==> config.mk <==
export PLATFORM = sky130hd
export DESIGN_NAME = escape_stuffer_crc32_trailer
export DESIGN_NICKNAME = d
export VERILOG_FILES = /design/src/rtl/esc_pkg.sv /design/src/rtl/escape_stuffer_crc32_trailer.sv /design/src/rtl/esc_front.sv /design/src/rtl/esc_cmdq.sv /design/src/rtl/esc_back.sv
export SDC_FILE = /design/constraint.sdc
export NUM_CORES = 1
export LEC_CHECK = 0
export BUFFER_PORTS_ARGS = -buffer_cell sky130_fd_sc_hd__buf_2
export CORE_AREA = 2 2 113 158
export DETAILED_ROUTE_END_ITERATION = 8
export DIE_AREA = 0 0 115 160
export PLACE_DENSITY_LB_ADDON = 0.1
export SYNTH_ARGS = -nofsm -noshare
export SYNTH_HDL_FRONTEND = slang
export SYNTH_SLANG_ARGS = --single-unit
==> constraint.sdc <==
create_clock -name i_clk -period 2.7 [get_ports i_clk]
set_input_delay 0.135 -clock i_clk [delete_from_list [all_inputs] [get_ports i_clk]]
set_output_delay 0.135 -clock i_clk [all_outputs]
set_load 0.03 [all_outputs]
==> src/rtl/esc_pkg.sv <==
`timescale 1ns / 1ps
// Shared types, constants and the CRC-32 byte update for the escape stuffer.
// Used by every module of the block; depends on nothing.
package esc_pkg;

    localparam logic [7:0]  ESC_FLAG   = 8'h7E;
    localparam logic [7:0]  ESC_MARK   = 8'h7D;
    localparam logic [7:0]  ESC_FLAG_X = 8'h5E;
    localparam logic [7:0]  ESC_MARK_X = 8'h5D;
    localparam logic [31:0] CRC_POLY   = 32'hEDB88320;
    localparam logic [31:0] CRC_INIT   = 32'hFFFFFFFF;

    localparam int QDEPTH = 4;
    localparam int QAW    = $clog2(QDEPTH);

    // One classified input item, as queued between the front and back ends.
    typedef struct packed {
        logic [7:0]  raw;
        logic        esc;
        logic        fin;
        logic [31:0] fcs;
    } t_cmd;

    // Which result of the current item the back end sends next.
    typedef enum logic [2:0] {
        PH_BYTE,
        PH_ESC,
        PH_FCS0,
        PH_FCS1,
        PH_FCS2,
        PH_FCS3
    } t_phase;

    // Reflected CRC-32 update over one byte, least significant bit first.
    function automatic logic [31:0] crc_byte(input logic [31:0] crc, input logic [7:0] b);
        logic [31:0] c;
        c = crc ^ {24'd0, b};
        for (int k = 0; k < 8; k++) begin
            c = c[0] ? ((c >> 1) ^ CRC_POLY) : (c >> 1);
        end
        return c;
    endfunction

endpackage

==> src/rtl/escape_stuffer_crc32_trailer.sv <==
`timescale 1ns / 1ps
// Top level of the byte stuffer with CRC-32 trailer.
// Depends on esc_pkg, esc_front, esc_cmdq and esc_back.
//
// Usage: the input side is a queue write port. A raw image byte with its
// final flag is transferred on a rising edge where push is high and full is
// low. The output side is a queue read port: while empty is low the oldest
// result sits on the o_ ports, and it is transferred on an edge where pop is
// high. Each byte yields one result, or two when it is 0x7E or 0x7D (sent as
// 0x7D 0x5E and 0x7D 0x5D). A byte marked final is followed by the four bytes
// of the inverted CRC-32, least significant first, flagged as trailer; the
// last one carries stream_end, and the CRC then restarts for the next image.
// A byte's first result passes through the command queue and then the output
// register before it reaches the ports. While pop keeps up, the back end sends
// one result per cycle, so the input rate is one byte per cycle for plain bytes
// and lower for escaped ones, which take two results; a final byte holds the
// back end while its trailer goes out. That output register is the bottleneck.
// A four-entry command queue lets the input keep going while the receiver
// stalls; once it fills, full is raised until pop drains results. Reset empties
// the queue and the output register and sets the CRC accumulator to all ones.
module escape_stuffer_crc32_trailer import esc_pkg::*; (
    input  logic       i_clk,
    input  logic       i_rst_n,
    input  logic       push,
    output logic       full,
    input  logic [7:0] i_raw_byte,
    input  logic       i_final_byte,
    output logic       empty,
    input  logic       pop,
    output logic [7:0] o_out_byte,
    output logic       o_is_trailer,
    output logic       o_run_last,
    output logic       o_stream_end
);

    logic q_wr;
    logic q_rd;
    logic q_empty;
    t_cmd wr_cmd;
    t_cmd rd_cmd;

    // Front end: CRC accumulation and escape classification at transfer time.
    esc_front u_front (
        .i_clk        (i_clk),
        .i_rst_n      (i_rst_n),
        .i_push       (push),
        .i_raw_byte   (i_raw_byte),
        .i_final_byte (i_final_byte),
        .i_q_full     (full),
        .o_wr         (q_wr),
        .o_cmd        (wr_cmd)
    );

    // Decoupling queue: holds classified bytes until the back end is done.
    esc_cmdq u_cmdq (
        .i_clk   (i_clk),
        .i_rst_n (i_rst_n),
        .i_wr    (q_wr),
        .i_wdata (wr_cmd),
        .i_rd    (q_rd),
        .o_rdata (rd_cmd),
        .o_full  (full),
        .o_empty (q_empty)
    );

    // Back end: walks each command through its results into the output register.
    esc_back u_back (
        .i_clk        (i_clk),
        .i_rst_n      (i_rst_n),
        .i_cmd        (rd_cmd),
        .i_q_empty    (q_empty),
        .o_q_rd       (q_rd),
        .i_pop        (pop),
        .o_empty      (empty),
        .o_out_byte   (o_out_byte),
        .o_is_trailer (o_is_trailer),
        .o_run_last   (o_run_last),
        .o_stream_end (o_stream_end)
    );

    // The end of an image is always the last result of its byte and a trailer byte.
    a_end_is_last: assert property (@(posedge i_clk) disable iff (!i_rst_n)
        (!empty && o_stream_end) |-> (o_is_trailer && o_run_last))
        else $error("stream_end without trailer and run_last");

    // A trailer byte that is not the last is followed at once by another one.
    a_trailer_runs: assert property (@(posedge i_clk) disable iff (!i_rst_n)
        (!empty && pop && o_is_trailer && !o_run_last) |=> (!empty && o_is_trailer))
        else $error("trailer sequence broken");

    // An escape mark in the data is always followed by its escaped code.
    a_escape_pair: assert property (@(posedge i_clk) disable iff (!i_rst_n)
        (!empty && pop && !o_is_trailer && o_out_byte == ESC_MARK) |=>
        (!empty && !o_is_trailer &&
         (o_out_byte == ESC_FLAG_X || o_out_byte == ESC_MARK_X)))
        else $error("escape mark without escaped code");

endmodule

==> src/rtl/esc_front.sv <==
`timescale 1ns / 1ps
// Front end: accepts raw bytes, runs the CRC-32 and classifies each byte.
// Depends on esc_pkg; feeds esc_cmdq.
module esc_front import esc_pkg::*; (
    input  logic       i_clk,
    input  logic       i_rst_n,
    input  logic       i_push,
    input  logic [7:0] i_raw_byte,
    input  logic       i_final_byte,
    input  logic       i_q_full,
    output logic       o_wr,
    output t_cmd       o_cmd
);

    logic [31:0] r_crc;
    logic [31:0] n_crc;
    logic [31:0] crc_upd;

    assign o_wr    = i_push && !i_q_full;
    assign crc_upd = crc_byte(r_crc, i_raw_byte);

    always_comb begin
        n_crc = r_crc;
        if (o_wr) begin
            // The final byte closes the image; the next one starts afresh.
            n_crc = i_final_byte ? CRC_INIT : crc_upd;
        end
    end

    always_ff @(posedge i_clk) begin
        if (!i_rst_n) begin
            r_crc <= CRC_INIT;
        end else begin
            r_crc <= n_crc;
        end
    end

    assign o_cmd.raw = i_raw_byte;
    assign o_cmd.esc = (i_raw_byte == ESC_FLAG) || (i_raw_byte == ESC_MARK);
    assign o_cmd.fin = i_final_byte;
    assign o_cmd.fcs = ~crc_upd;

endmodule

==> src/rtl/esc_cmdq.sv <==
`timescale 1ns / 1ps
// Short command queue between the front and back ends.
// Depends on esc_pkg for the command type and depth.
module esc_cmdq import esc_pkg::*; (
    input  logic i_clk,
    input  logic i_rst_n,
    input  logic i_wr,
    input  t_cmd i_wdata,
    input  logic i_rd,
    output t_cmd o_rdata,
    output logic o_full,
    output logic o_empty
);

    t_cmd            r_mem [QDEPTH];
    logic [QAW-1:0]  r_wp;
    logic [QAW-1:0]  r_rp;
    logic [QAW:0]    r_cnt;
    logic            do_wr;
    logic            do_rd;

    assign o_full  = (r_cnt == (QAW+1)'(QDEPTH));
    assign o_empty = (r_cnt == '0);
    assign do_wr   = i_wr && !o_full;
    assign do_rd   = i_rd && !o_empty;
    assign o_rdata = r_mem[r_rp];

    always_ff @(posedge i_clk) begin
        if (do_wr) begin
            r_mem[r_wp] <= i_wdata;
        end
    end

    always_ff @(posedge i_clk) begin
        if (!i_rst_n) begin
            r_wp  <= '0;
            r_rp  <= '0;
            r_cnt <= '0;
        end else begin
            if (do_wr) begin
                r_wp <= r_wp + 1'b1;
            end
            if (do_rd) begin
                r_rp <= r_rp + 1'b1;
            end
            r_cnt <= r_cnt + (QAW+1)'(do_wr) - (QAW+1)'(do_rd);
        end
    end

endmodule

==> src/rtl/esc_back.sv <==
`timescale 1ns / 1ps
// Back end: expands each queued command into its output bytes, one per cycle while pop keeps up.
// Depends on esc_pkg; reads from esc_cmdq.
module esc_back import esc_pkg::*; (
    input  logic       i_clk,
    input  logic       i_rst_n,
    input  t_cmd       i_cmd,
    input  logic       i_q_empty,
    output logic       o_q_rd,
    input  logic       i_pop,
    output logic       o_empty,
    output logic [7:0] o_out_byte,
    output logic       o_is_trailer,
    output logic       o_run_last,
    output logic       o_stream_end
);

    t_phase     r_phase;
    t_phase     n_phase;
    logic       r_valid;
    logic [7:0] r_byte;
    logic       r_trl;
    logic       r_last;
    logic       r_end;

    logic       load;
    logic [7:0] s_byte;
    logic       s_trl;
    logic       s_last;
    logic       s_end;

    assign o_empty = !r_valid;
    assign load    = !i_q_empty && (!r_valid || i_pop);
    assign o_q_rd  = load && s_last;

    // Next phase of the sequencer.
    always_comb begin
        case (r_phase)
            PH_BYTE: n_phase = i_cmd.esc ? PH_ESC : (i_cmd.fin ? PH_FCS0 : PH_BYTE);
            PH_ESC:  n_phase = i_cmd.fin ? PH_FCS0 : PH_BYTE;
            PH_FCS0: n_phase = PH_FCS1;
            PH_FCS1: n_phase = PH_FCS2;
            PH_FCS2: n_phase = PH_FCS3;
            PH_FCS3: n_phase = PH_BYTE;
            default: n_phase = PH_BYTE;
        endcase
    end

    // Byte and flags that the current phase sends.
    always_comb begin
        s_byte = i_cmd.raw;
        s_trl  = 1'b0;
        s_last = 1'b0;
        s_end  = 1'b0;
        case (r_phase)
            PH_BYTE: begin
                s_byte = i_cmd.esc ? ESC_MARK : i_cmd.raw;
                s_last = !i_cmd.esc && !i_cmd.fin;
            end
            PH_ESC: begin
                s_byte = (i_cmd.raw == ESC_FLAG) ? ESC_FLAG_X : ESC_MARK_X;
                s_last = !i_cmd.fin;
            end
            PH_FCS0: begin
                s_byte = i_cmd.fcs[7:0];
                s_trl  = 1'b1;
            end
            PH_FCS1: begin
                s_byte = i_cmd.fcs[15:8];
                s_trl  = 1'b1;
            end
            PH_FCS2: begin
                s_byte = i_cmd.fcs[23:16];
                s_trl  = 1'b1;
            end
            PH_FCS3: begin
                s_byte = i_cmd.fcs[31:24];
                s_trl  = 1'b1;
                s_last = 1'b1;
                s_end  = 1'b1;
            end
            default: begin
                s_byte = i_cmd.raw;
            end
        endcase
    end

    always_ff @(posedge i_clk) begin
        if (!i_rst_n) begin
            r_phase <= PH_BYTE;
            r_valid <= 1'b0;
        end else begin
            if (load) begin
                r_phase <= n_phase;
                r_valid <= 1'b1;
            end else if (i_pop) begin
                r_valid <= 1'b0;
            end
        end
    end

    always_ff @(posedge i_clk) begin
        if (load) begin
            r_byte <= s_byte;
            r_trl  <= s_trl;
            r_last <= s_last;
            r_end  <= s_end;
        end
    end

    assign o_out_byte   = r_byte;
    assign o_is_trailer = r_trl;
    assign o_run_last   = r_last;
    assign o_stream_end = r_end;

endmodule
==> impl_metrics.json <==
{
  "yosysSeqAreaShare_pct": 67.2,
  "drt_iter0_drc": 377,
  "die_width_microns": 115,
  "clk_path_buf_depth": 3,
  "drcViolationCount": 0,
  "powerDensity_nw_per_um2": 1170,
  "ir_drop_uv": 616,
  "p_comb_share_pct": 35.2,
  "dp_slack_ns": 0.0460,
  "synth_edf_count": 179,
  "crit_path_start_kind": "flip-flop",
  "postPlaceCellArea_sq_um": 9900,
  "grt_max_degree": 35,
  "final_common_cell": "edfxtp_1",
  "cts-root-buf": "clkbuf_16",
  "rows": 57,
  "final_cell_mix": "edfxtp_1 (179), dfxtp_1 (43), mux4_2 (42), xnor2_1 (42), buf_4 (28)",
  "sequentialPowerShare_pct": 43.4,
  "grt.overflow.total": 0,
  "fin_worst_skew_ns": 0.0116,
  "outcome": "finished, final reports clean",
  "grt_antenna_before_repair": 0,
  "vias": 4983,
  "fin_nets": 642,
  "rsz0062_at_grt": "false",
  "finalSetupTns_ns": 0,
  "grt_pass1_wl_microns": 31000,
  "synth_ff_type": "edfxtp_1",
  "cts_setup_buffers": 0,
  "required_ns": 3.07,
  "coreArea_sq_um": 17100,
  "postLayoutSetupSlackWorst_ns": 0.132,
  "syn_avg_cell_area_sq_um": 16.6,
  "regToRegEndpoint": "u_cmdq.r_cnt[2]",
  "post-dp-hpwl_microns": 13300,
  "place.gp.congestion": 0.837,
  "port_buffers": 25,
  "finalCritPeriodShare_pct": 95.1,
  "insertion_delay_ns": 0.49,
  "period_needed_ns": 2.57,
  "critPathMaxFanout": 4,
  "finalHoldViolCount": 0,
  "register_area_sq_um": 6280,
  "maxSlewHeadroom_pct": 41.1,
  "drv_slew": 0,
  "setup_viol_count_final": 0,
  "design_area_sq_um": 10600,
  "synthesis.area_sq_um": 9350,
  "cts_tree": "built",
  "cp.arrival_ns": 2.94,
  "multi_input_area_sq_um": 2920,
  "rrSetupSlack_ns": 0.13,
  "synth.distinct_cells": 55,
  "switchingPower_mw": 4.04,
  "internal-power_mw": 8.30,
  "grt_usage_pct": 22.7,
  "io_pins": 26,
  "area_delta_synth_final_pct": 13.3,
  "wirelength_microns": 20000,
  "end_kind": "flip-flop",
  "die_area_sq_um": 18400,
  "drv_cap": 0,
  "clockPowerShare_pct": 21.4,
  "cts.sinks": 224,
  "synth_nets": 584,
  "fmax_mhz": 389,
  "ys_ff_latch": 224,
  "holdPathStages": 1,
  "netlist_instances": 564,
  "clk_pin_slew_ns": 0.06,
  "yosysWarnings": 0,
  "viasPerCell": 5.93,
  "initial_core_util_pct": 54.6,
  "die_height_microns": 160,
  "grt_pass1_vias": 5333,
  "worst_r2r_path_depth": 10,
  "wl_per_cell_microns": 23.8,
  "power_mw": 12.3,
  "fillers": 1293,
  "drive_gt1_share_pct": 24.3,
  "cts_buffers": 21,
  "p_leak_nw": 3.49,
  "diodes": 0,
  "swShare_pct": 32.7,
  "async_flop_share_pct": 0,
  "worstMarginPinSlew_ns": 0.872,
  "cts_max_level": 1,
  "hp-class": "input port to flip-flop",
  "postRouteAntennaNets": 0,
  "drtPass1Iterations": 5,
  "critical_path.endpoint": "u_cmdq.r_cnt[2]",
  "critPathKind": "flip-flop to flip-flop"
}
-- Yosys cell counts (9+ instances only) --
| cell | instances | share of area, % |
|---|---|---|
| edfxtp_1 | 179 | 58 |
| dfxtp_1 | 45 | 9.6 |
| mux4_2 | 42 | 10 |
| xnor2_1 | 42 | 3.9 |
| a21oi_1 | 27 | 1.4 |
| nor2_1 | 27 | 1.1 |
| nand2_1 | 25 | 1.0 |
| clkbuf_1 | 20 | 0.80 |
| xor2_1 | 19 | 1.8 |
| o2bb2ai_1 | 12 | 1.1 |
| and2_1 | 11 | 0.74 |
| inv_1 | 11 | 0.44 |
| a221oi_1 | 10 | 0.94 |
| nor2b_1 | 9 | 0.60 |
-- what timing repair did --
| item | CTS | global route |
|---|---|---|
| endpoints found under the setup margin | 0 | 3 |
| resized for setup | 0 | 4 |
| hold buffers | 7 | 0 |
| hold endpoints to repair | 25 | 0 |
-- how the worst min path moves through the flow --
| stage | from | to | slack [ns] |
|---|---|---|---|
| final | i_raw_byte[4] | u_cmdq.r_mem[3][38] | 0.03 |
| after detailed placement | i_rst_n | u_back.r_phase[1] | 0.44 |
| after global placement | i_rst_n | u_back.r_phase[1] | 0.40 |
| after global routing | i_raw_byte[1] | u_cmdq.r_mem[2][35] | 0.01 |
| after floorplan | i_final_byte | u_cmdq.r_mem[0][32] | 0.23 |
| after CTS | pop | u_back.r_valid | 0.02 |
-- sequential cells by signal (all words and copies together), names as in the netlist, 2 cells and up, named ones only --
| name | count |
|---|---|
| u_back.o_out_byte | 8 |
| u_cmdq.r_rp | 2 |
| u_cmdq.r_wp | 2 |
| u_back.r_phase | 3 |
| u_cmdq.r_mem | 168 |
| u_front.r_crc | 32 |
| u_cmdq.r_cnt | 3 |
-- area by class of cell --
cell class | count | share of cell area (%)
Sequential cell | 224 | 59.3
Multi-Input combinational cell | 299 | 27.6
Clock buffer | 30 | 5.38
Timing Repair Buffer | 64 | 4.50
Tap cell | 206 | 2.44
Inverter | 12 | 0.426
Clock inverter | 6 | 0.319
-- logic make-up after synthesis --
group	Yosys count	share of synthesized area [%]
adder cells (fa/ha/maj)	7	1.02
flip-flops	224	67.2
XOR/XNOR	76	8.96
buffers and inverters	41	1.79
AND/OR/NAND/NOR	98	5.40
AO/OA/AOI/OAI	75	5.45
multiplexers	43	10.2
-- metal layers --
metal,vias up,routed length [microns],global-route usage [%]
met1,2574,8090,29.4
met4,0,307,4.76
li1,2254,-,-
met3,24,918,3.00
met2,131,10700,40.6
met5,-,0,0
-- stage by stage --
| step | hold WS (ns) | std cells | utilization [%] |
|---|---|---|---|
| 3_5_place_dp | 0.443 | 798 | 57.8 |
| 2_1_floorplan | 0.234 | 564 | - |
| 5_1_grt | 0.0144 | 841 | 61.8 |
| 4_1_cts | 0.0166 | 841 | 61.8 |
| 6_report | 0.0291 | 841 | 61.8 |
| 3_3_place_gp | 0.403 | 798 | 57.8 |
-- critical path: stages (launching register included) --
cell	delay (ns)
dfxtp_4	0.37
mux4_2	0.52
o21ai_2	0.14
and4b_1	0.24
ha_1	0.14
inv_1	0.04
ha_1	0.19
fa_2	0.37
xor2_1	0.18
xnor2_1	0.13
and2_1	0.15
-- power groups by stage --
stage	logic, mW	registers, mW	clock network (mW)
finish	4.35	5.35	2.64
global placement	4.25	5.38	0
global route	4.72	5.42	2.81
floorplan	2.89	5.52	0
detailed placement	4.36	5.43	0
CTS	4.39	5.35	2.69
Note: power is estimated with default switching activity, not from simulation.
